`src/rtl/core/max_priority_queue_macros.svh`:
```
// assertion macros for the max priority queue
`ifndef MAX_PRIORITY_QUEUE_MACROS_SVH
`define MAX_PRIORITY_QUEUE_MACROS_SVH

// same-cycle implication, checked out of reset
`define MPQ_ASSERT_IMPL(label, ante, cons) \
    label: assert property (@(posedge i_clk) disable iff (!i_rst_n) (ante) |-> (cons)) \
        else $error("max_priority_queue: same-cycle check failed");

// next-cycle implication, checked out of reset
`define MPQ_ASSERT_NEXT(label, ante, cons) \
    label: assert property (@(posedge i_clk) disable iff (!i_rst_n) (ante) |=> (cons)) \
        else $error("max_priority_queue: next-cycle check failed");

`endif

```
`src/rtl/core/mpq_pkg.sv`:
```
// ----------------------------------------------------------------------------
// mpq_pkg
// shared types and constants of the max priority queue
// ----------------------------------------------------------------------------
package mpq_pkg;

    localparam int MPQ_CAPACITY = 16;
    localparam int DATA_W       = 32;
    localparam int OCC_W        = 5;

    typedef logic signed [DATA_W-1:0] t_data;

    typedef enum logic {
        ACT_INSERT = 1'b0,
        ACT_REMOVE = 1'b1
    } t_action;

    typedef enum logic [1:0] {
        ST_OK    = 2'd0,
        ST_EMPTY = 2'd1,
        ST_FULL  = 2'd2
    } t_status;

    typedef struct packed {
        t_action action;
        t_data   value;
    } t_in_beat;

    typedef struct packed {
        t_data            removed_value;
        t_status          status;
        logic [OCC_W-1:0] occupancy;
    } t_out_beat;

    // per-cycle command broadcast to every cell
    typedef struct packed {
        logic ins;
        logic rem;
    } t_cell_ctrl;

    // what a cell shows its neighbors
    typedef struct packed {
        logic  valid;
        logic  gt;
        t_data value;
    } t_cell_link;

endpackage

```
`src/rtl/core/mpq_stream_if.sv`:
```
// ----------------------------------------------------------------------------
// mpq_stream_if
// valid/ready channel carrying one beat of payload type t
// ----------------------------------------------------------------------------
interface mpq_stream_if #(
    parameter type T = logic
);
    logic valid;
    logic ready;
    T     data;

    modport source (output valid, output data, input ready);
    modport sink   (input valid, input data, output ready);
endinterface

```
`src/rtl/core/max_priority_queue.sv`:
```
// ----------------------------------------------------------------------------
// max_priority_queue
// bounded max priority queue kept as a sorted chain of cells, head = greatest
// ----------------------------------------------------------------------------
// channel  dir  payload                                  role
// i_in     in   action, value                            insert / remove beat
// o_out    out  removed_value, status, occupancy         one result per beat
//
// one beat per cycle unless o_out stalls; each beat is applied to the chain as taken
// results sit in an output register; a new beat is taken when it is empty or read
// a stalled output holds i_in off; no other stall source
// synchronous active-low reset empties the chain at once, no clearing pass
// ----------------------------------------------------------------------------
`include "max_priority_queue_macros.svh"

module max_priority_queue import mpq_pkg::*; #(
    parameter int CAPACITY = MPQ_CAPACITY
) (
    input  logic                 i_clk,
    input  logic                 i_rst_n,
    mpq_stream_if.sink           i_in,
    mpq_stream_if.source         o_out
);

    localparam int CW = $clog2(CAPACITY + 1);

    logic [CW-1:0] r_count;
    logic [CW-1:0] n_count;
    logic          r_out_valid;
    t_out_beat     r_out;
    t_out_beat     n_out;
    logic          w_accept;
    logic          w_full;
    logic          w_empty;
    t_cell_ctrl    w_ctrl;
    t_cell_link    w_link [CAPACITY];

    assign i_in.ready  = !r_out_valid || o_out.ready;
    assign w_accept    = i_in.valid && i_in.ready;
    assign w_full      = (r_count == CW'(CAPACITY));
    assign w_empty     = (r_count == '0);

    assign w_ctrl.ins = w_accept && (i_in.data.action == ACT_INSERT) && !w_full;
    assign w_ctrl.rem = w_accept && (i_in.data.action == ACT_REMOVE) && !w_empty;

    for (genvar g = 0; g < CAPACITY; g++) begin : g_cell
        t_cell_link w_left;
        t_cell_link w_right;
        if (g == 0) begin : g_head
            assign w_left = '{valid: 1'b1, gt: 1'b0, value: '0};
        end else begin : g_mid_l
            assign w_left = w_link[g-1];
        end
        if (g == CAPACITY - 1) begin : g_tail
            assign w_right = '{valid: 1'b0, gt: 1'b0, value: '0};
        end else begin : g_mid_r
            assign w_right = w_link[g+1];
        end
        mpq_cell u_cell (
            .i_clk   (i_clk),
            .i_rst_n (i_rst_n),
            .i_ctrl  (w_ctrl),
            .i_new   (i_in.data.value),
            .i_left  (w_left),
            .i_right (w_right),
            .o_link  (w_link[g])
        );
    end

    always_comb begin
        n_count             = r_count;
        n_out.removed_value = '0;
        n_out.status        = ST_OK;
        if (i_in.data.action == ACT_INSERT) begin
            if (w_full) begin
                n_out.status = ST_FULL;
            end else begin
                n_count = r_count + 1'b1;
            end
        end else begin
            if (w_empty) begin
                n_out.status = ST_EMPTY;
            end else begin
                n_out.removed_value = w_link[0].value;
                n_count             = r_count - 1'b1;
            end
        end
        n_out.occupancy = OCC_W'(n_count);
    end

    always_ff @(posedge i_clk) begin
        if (!i_rst_n) begin
            r_count     <= '0;
            r_out_valid <= 1'b0;
        end else begin
            if (w_accept) begin
                r_count     <= n_count;
                r_out_valid <= 1'b1;
            end else if (o_out.ready) begin
                r_out_valid <= 1'b0;
            end
        end
    end

    always_ff @(posedge i_clk) begin
        if (w_accept) begin
            r_out <= n_out;
        end
    end

    assign o_out.valid = r_out_valid;
    assign o_out.data  = r_out;

    `MPQ_ASSERT_IMPL(a_count_range, 1'b1, r_count <= CW'(CAPACITY))
    `MPQ_ASSERT_IMPL(a_head_valid, 1'b1, (r_count != '0) == w_link[0].valid)
    `MPQ_ASSERT_NEXT(a_remove_count, w_ctrl.rem, r_count == $past(r_count) - 1'b1)

endmodule

```
`src/rtl/core/mpq_cell.sv`:
```
// ----------------------------------------------------------------------------
// mpq_cell
// one slot of the sorted chain; shifts right on insert, left on remove
// ----------------------------------------------------------------------------
module mpq_cell import mpq_pkg::*; (
    input  logic       i_clk,
    input  logic       i_rst_n,
    input  t_cell_ctrl i_ctrl,
    input  t_data      i_new,
    input  t_cell_link i_left,
    input  t_cell_link i_right,
    output t_cell_link o_link
);

    logic  r_valid;
    logic  n_valid;
    t_data r_value;
    t_data n_value;
    logic  w_gt;

    assign w_gt   = !r_valid || (i_new > r_value);
    assign o_link = '{valid: r_valid, gt: w_gt, value: r_value};

    always_comb begin
        n_valid = r_valid;
        n_value = r_value;
        if (i_ctrl.rem) begin
            n_valid = i_right.valid;
            n_value = i_right.value;
        end else if (i_ctrl.ins && w_gt) begin
            if (i_left.gt) begin
                // make room: take the left neighbor
                n_valid = i_left.valid;
                n_value = i_left.value;
            end else begin
                n_valid = 1'b1;
                n_value = i_new;
            end
        end
    end

    always_ff @(posedge i_clk) begin
        if (!i_rst_n) begin
            r_valid <= 1'b0;
        end else begin
            r_valid <= n_valid;
        end
    end

    always_ff @(posedge i_clk) begin
        r_value <= n_value;
    end

endmodule

```
`src/flat_wrapper.sv`:
```
// flat-port wrapper written by rule: the top's interface ports become plain ports
module max_priority_queue_flat import mpq_pkg::*;
#(
    parameter int CAPACITY = MPQ_CAPACITY
)
  (i_clk, i_rst_n, i_in_valid, i_in_data, i_in_ready, o_out_valid, o_out_data, o_out_ready);
  mpq_stream_if #(.T(t_in_beat)) i_in_i ();
  mpq_stream_if #(.T(t_out_beat)) o_out_i ();
  input  logic i_clk;
  input  logic i_rst_n;
  input wire logic [$bits(i_in_i.valid)-1:0] i_in_valid;
  input wire logic [$bits(i_in_i.data)-1:0] i_in_data;
  output wire logic [$bits(i_in_i.ready)-1:0] i_in_ready;
  output wire logic [$bits(o_out_i.valid)-1:0] o_out_valid;
  output wire logic [$bits(o_out_i.data)-1:0] o_out_data;
  input wire logic [$bits(o_out_i.ready)-1:0] o_out_ready;
  assign i_in_i.valid = i_in_valid;
  assign i_in_i.data = i_in_data;
  assign i_in_ready = i_in_i.ready;
  assign o_out_valid = o_out_i.valid;
  assign o_out_data = o_out_i.data;
  assign o_out_i.ready = o_out_ready;
  max_priority_queue #(.CAPACITY(CAPACITY)) u_core (.i_clk(i_clk), .i_rst_n(i_rst_n), .i_in(i_in_i), .o_out(o_out_i));
endmodule
```
`config.mk`:
```
export PLATFORM = sky130hd
export DESIGN_NAME = max_priority_queue_flat
export DESIGN_NICKNAME = d
export VERILOG_FILES = /design/src/rtl/core/mpq_pkg.sv /design/src/rtl/core/mpq_stream_if.sv /design/src/rtl/core/max_priority_queue.sv /design/src/rtl/core/mpq_cell.sv /design/src/flat_wrapper.sv
export VERILOG_INCLUDE_DIRS = /design/src /design/src/rtl/core
export SDC_FILE = /design/constraint.sdc
export NUM_CORES = 2
export LEC_CHECK = 0
export ABC_CLOCK_PERIOD_IN_PS = 5650
export BUFFER_PORTS_ARGS = -buffer_cell sky130_fd_sc_hd__buf_2
export CAP_MARGIN = 0
export CELL_PAD_IN_SITES_DETAIL_PLACEMENT = 1
export CELL_PAD_IN_SITES_GLOBAL_PLACEMENT = 1
export CORE_MARGIN = 4
export CORE_UTILIZATION = 51
export DETAILED_ROUTE_END_ITERATION = 12
export PLACE_DENSITY_LB_ADDON = 0.1
export SLEW_MARGIN = 20
export SYNTH_ARGS = -nofsm -noshare
export SYNTH_HDL_FRONTEND = slang
export SYNTH_SLANG_ARGS = --single-unit
export TNS_END_PERCENT = 20
```
`constraint.sdc`:
```
create_clock -name i_clk -period 5.65 [get_ports i_clk]
set_input_delay 0 -clock i_clk [delete_from_list [all_inputs] [get_ports i_clk]]
set_output_delay 0 -clock i_clk [all_outputs]
set_load 0.05 [all_outputs]
```
=== Word level (Yosys, flattened, before mapping) ===
Index checks and enable logic that the tools add are counted.

* Register bits: 573
* Output and inout bits: 41
* Word-level logic and storage cells: 232

* $add $sub $neg: 2
* Order comparisons: 16
* Equal/unequal tests: 1
* Muxes and demuxes: 98
* Bitwise operators: 2
* Reductions and logical operators: 76

{| class="wikitable"
|+ Operators by type and width
! cell !! count
|-
| $mux W32 || 45
|-
| $gt A32 B32 Y1 || 16
|-
| $mux W1 || 48
|-
| $reduce_bool A2 Y1 || 16
|-
| $logic_and A1 B1 Y1 || 21
|-
| $logic_not A1 Y1 || 19
|-
| $logic_or A1 B1 Y1 || 17
|-
| $mux W5 || 3
|-
| $add A5 B1 Y5 const B || 1
|-
| $eq A5 B5 Y1 const B || 1
|-
| $logic_not A5 Y1 || 1
|-
| $sub A5 B1 Y5 const B || 1
|-
| $mux W2 || 2
|-
| $reduce_or A2 Y1 || 2
|-
| $not A1 Y1 || 2
|}

=== Depth between registers and ports, before layout ===
* Depth after elaboration: 8
* Gate-level depth with buffers: 12
* Depth with buffers taken out: 10

=== Hierarchy ===
From an unflattened synthesis, not the netlist that was laid out.

* Cell total of the unflattened synthesis: 4,444
* Area total of the unflattened synthesis: 42,366.9 um2

{| class="wikitable"
|+ Modules (own cells, without submodules)
! module !! times used !! cells an instance !! area each (um2) !! seq. area each (um2)
|-
| mpq_cell || 16 || 268 || 2,524.9 || 980.9
|-
| max_priority_queue || 1 || 156 || 1,968.1 || 1,291.2
|}

=== Least setup slack after synthesis ===
OpenSTA, ideal clock, no wires.

* Path type: register -> register
* Start: register u_core.r_out_valid, in the netlist u_core.o_out.valid
* End: register u_core.g_cell[11].u_cell.r_value[0], enable pin
* Setup time: 658 ps
* Arrival: 4,504 ps
* Data required time: 4,992 ps
* Path slack: 489 ps
* Cell stages (with the launch flop): 10
* Clock period less this slack: 5,161 ps
* Cells stage by stage: dfxtp_1 -> nand2b_1 -> nand2_1 -> clkinv_1 -> nand2_1 -> buf_2 -> clkbuf_1 -> buf_2 -> clkbuf_1 -> o21ai_0

* Word-level cells in the longest chain between the ends: 7

{| class="wikitable"
|+ RTL lines
! item !! RTL line !! text
|-
| from (decl) || max_priority_queue.sv:29 || <nowiki>logic r_out_valid;</nowiki>
|-
| from (signal assigned) || max_priority_queue.sv:94 || <nowiki>r_out_valid <= 1'b0;</nowiki>
|-
| from (signal assigned) || max_priority_queue.sv:98 || <nowiki>r_out_valid <= 1'b1;</nowiki>
|-
| from (signal assigned) || max_priority_queue.sv:100 || <nowiki>r_out_valid <= 1'b0;</nowiki>
|-
| $logic_not A1 Y1 * || max_priority_queue.sv:38 || <nowiki>assign i_in.ready = !r_out_valid || o_out.ready;</nowiki>
|-
| $logic_or A1 B1 Y1 * || max_priority_queue.sv:38 ||
|-
| named net i_in_ready || flat_wrapper.sv:13 || <nowiki>output wire logic [$bits(i_in_i.ready)-1:0] i_in_ready;</nowiki>
|-
| $logic_and A1 B1 Y1 * || max_priority_queue.sv:39 || <nowiki>assign w_accept = i_in.valid && i_in.ready;</nowiki>
|-
| named net u_core.w_accept || max_priority_queue.sv:32 || <nowiki>logic w_accept;</nowiki>
|-
| $logic_and A1 B1 Y1 (2 in a row) || max_priority_queue.sv:43 || <nowiki>assign w_ctrl.ins = w_accept && (i_in.data.action == ACT_INSERT) && !w_full;</nowiki>
|-
| $logic_and A1 B1 Y1 || mpq_cell.sv:30 || <nowiki>end else if (i_ctrl.ins && w_gt) begin</nowiki>
|-
| $reduce_bool A2 Y1 (no source line) * || -- ||
|-
| to (signal assigned) || mpq_cell.sv:51 || <nowiki>r_value <= n_value;</nowiki>
|-
| to (decl) || mpq_cell.sv:17 || <nowiki>t_data r_value;</nowiki>
|}

The timed path passes the listed nets; every way through them passes the cells marked *.
A chain may end at the register's enable or synchronous reset.

=== Worst setup path in the final report ===
* Start: input i_in_data[13]
* End: register u_core.g_cell[3].u_cell.r_value[28], enable pin

* Word-level cells in the longest chain between the ends: 4

{| class="wikitable"
|+ RTL lines
! item !! RTL line !! text
|-
| from (decl) || flat_wrapper.sv:12 || <nowiki>input wire logic [$bits(i_in_i.data)-1:0] i_in_data;</nowiki>
|-
| $gt A32 B32 Y1 || mpq_cell.sv:21 || <nowiki>assign w_gt = !r_valid || (i_new > r_value);</nowiki>
|-
| $logic_or A1 B1 Y1 || mpq_cell.sv:21 ||
|-
| $logic_and A1 B1 Y1 || mpq_cell.sv:30 ||
|-
| $reduce_bool A2 Y1 (no source line) || -- ||
|-
| to (signal assigned) || mpq_cell.sv:51 ||
|-
| to (decl) || mpq_cell.sv:17 ||
|}

No other way between the ends.

==> metrics <==
Synth top cells by count=519 x edfxtp_1, 514 x ha_1, 514 x inv_1; share of layout cells above drive strength 1=7.769%; Area growth syn-to-layout=9.831%; cell area after synthesis=0.04183 sq mm; Synth cell types=73; CTS clk-pin slew, worst paths=60 ps; worst hold path type=in2reg; Pins Over Slew Limit=0; FP Rows=104; worst path cell trace=dlygate4sd3_1, buf_2, buf_4, ha_1, nand4_1, a2111oi_0, or3_1, o22ai_1, mux2i_2, buf_4, nand2_1, o21ai_2, buf_4; worst r2r src=u_core.r_count[0]; final setup TNS=0 ps; Initial Utilization=51.69%; Die H=294.4 microns; Total Wirelength=156500 microns; via count=37700; Worst Setup Start Kind=input pin; status=finished, final reports clean; VDD IR max=0.2399 mV; Worst EP arrival=4540 ps; share of power burned in registers=39.9%; Synth area leader=edfxtp_1; Min-Delay Startpoint=o_out_ready; Seq cells post-synth=573; final setup fails=0; Tmin final=4262 ps; Avg Cell Area, Syn=9.388 sq um; register area share after synthesis=39.84%; CTS HTree Levels=3; WHS Path Cells=5; Clock Latency Late Sink=640 ps; Hold Vio Cnt, Final=0; hpwl dp=113500 microns; Crit path max-delay family=buffers and inverters; reg2reg setup slack=1460 ps; CTS tree=yes; ANT nets after route=0; total power=0.01496 W; CP max-delay cell=a2111oi_0; Vias/cell=6.773; top cells by area, synth=edfxtp_1 37%, ha_1 15%, inv_1 4.6%; initial antenna violation count=4; Net Switching=0.005297 W; Comb pwr share=29.2%; Min Hold Slack=33.55 ps; CTS buffer count=73; Inst Count DP=5409; Internal=0.009663 W; most numerous cell in the Yosys netlist=edfxtp_1; grt total ovfl=0; Final nets=4997; placer congestion estimate=0.9174; Worst-Margin Slew=1104 ps; Post-CTS Setup Repair Bufs=0; DRC=0; Rel. slew slack=26.41%; # IOs=78; Post-synth EDFFs=519; share of flip-flops with an asynchronous set or reset=0%; CP Max Fanout=33; FMAX=0.2347 GHz; Synth Flop Type=edfxtp_1; worst r2r path cells=8; final period utilization=75.43%; Max Root-Sink Buffers=3; Fill cells=9156; WS Path Type=in2reg; Max-cap violations=0; width of the die=294.4 microns; die area=0.08667 sq mm; Endpoint, Worst Hold=u_core.r_count[2]; core area=0.08094 sq mm; R2R Path End=u_core.g_cell[9].u_cell.r_value[15]; clock root buffer=clkbuf_16; largest net degree at the start of global routing=139; Initial DRT Pass Iterations=6; initial DRC count=3978; Gate Count Post-Synth=4456; Pwr Density=325.6 mW/mm^2; vias in the first global route=38706; per-cell routed wire length=28.11 microns; syn_nets=5007; share of power burned in the clock network=30.8%; GRT Total Usage=35.38%; CP peak stage delay=830 ps; buffers and inverters on the worst path=5; fin cells=5566; post-synth top area share=37.26%; Worst Clk Skew=22.55 ps; port bufs=77; CP Capture Type=flip-flop; CP required=5930 ps; unrepaired setup endpoints after global routing=no; first-pass GRT wire length=237400 microns; Pleak=19.06 nW; switch share=35.41%; Yosys warnings=0; most used cell, CP=buf_4; CTS sink count=573
[worst min-delay path, cell delays in order]
cell,delay (ps)
buf_2,70
nand2b_1,140
nand2_1,200
nor2_1,160
nor3b_1,60
[cell families (layout without fill, tap and decap cells)]
group	count (synthesis)	after routing	share of synthesized area, %
AOI/OAI and AO/OA	1451	1451	21.57
and+or+nand+nor	920	920	11.06
buffers and inverters	822	871	7.926
DFF	573	573	39.84
adders and majority gates	514	514	15.37
muxes	175	175	4.205
xor gates and xnor gates	1	1	0.02094
other	0	1	0
[layer usage]
metal | part of all wire, % | GRT usage (%) | routed length (microns) | up-vias
met5 | 0.017 | 0 | 27 | -
met4 | 4.8 | 15.19 | 7536 | 4
met3 | 7.7 | 6.141 | 12080 | 313
met2 | 46 | 56.95 | 71740 | 1560
met1 | 42 | 47.26 | 65080 | 19051
li1 | - | - | - | 16772
[layout make-up]
class,instances,area (sq um),area share (%)
inverters,516,1937,4.216
well taps,1060,1326,2.887
multi-input cells,3061,22100,48.10
diodes,1,2.502,0.005446
repair buffers,221,1634,3.557
clock inverters,24,209.0,0.4548
flip-flops and latches,573,16670,36.28
clock buffers,110,2068,4.502
[what timing repair did]
action	in CTS	in global routing
setup endpoints to repair	0	0
resized for setup	0	0
hold endpoints to repair	54	0
hold buffers	22	0
[cell usage in the layout (no fill, tap or decap), drive strengths merged, types with 23 or more instances in the layout]
cell type and n:
mux2i 169, clkbuf 110, buf 199, nor2 179, ha 514, nor3 53, inv 515, a22oi 188
nand2 237, nor4 33, clkinv 23, nand3b 34, nor2b 49, o211ai 57, o221ai 93, dfxtp 54
edfxtp 519, a31oi 201, a21o 24, nand3 128, a21oi 363, and2 33, o21ai 397, a221oi 35
nand4 114
[sequential cells by signal (all words and copies together), names as in the netlist]
| name | flops |
|---|---|
| u_core.o_out.data | 39 |
| u_core.g_cell.u_cell.r_value | 512 |
| u_core.g_cell.u_cell.r_valid | 16 |
| u_core.o_out.valid | 1 |
| u_core.r_count | 5 |
[worst max path at each step]
stage                                  start                                   to  slack, ps  cells past startpoint
after floorplan           u_core.o_out.valid  u_core.g_cell[11].u_cell.r_value[0]        490                      9
after global placement         i_in_data[14]  u_core.g_cell[3].u_cell.r_value[27]       1680                     12
after detailed placement   u_core.r_count[0]   u_core.g_cell[9].u_cell.r_value[9]       1570                      8
after CTS                  u_core.r_count[0]  u_core.g_cell[9].u_cell.r_value[15]       1500                      8
after global routing       u_core.r_count[0]  u_core.g_cell[9].u_cell.r_value[15]       1130                      8
final                          i_in_data[13]  u_core.g_cell[3].u_cell.r_value[28]       1390                     13
[metrics by stage]
step	instance area [sq um]	worst slack [ps]	utilization, %
CTS	45940	1503	56.76
floorplan	41830	488.6	-
global route	45940	1129	56.76
global placement	43440	1679	53.67
detailed placement	43440	1572	53.67
finish	45950	1388	56.77
[power groups by stage]
stage	registers, W	clock network [W]	logic (W)
after CTS	0.00596	0.00466	0.00430
after floorplan	0.00593	0	0.00281
after global routing	0.00602	0.00483	0.00484
after global placement	0.00601	0	0.00404
after detailed placement	0.00603	0	0.00423
final	0.00598	0.00461	0.00437
Power figures use the tool's default switching activity.
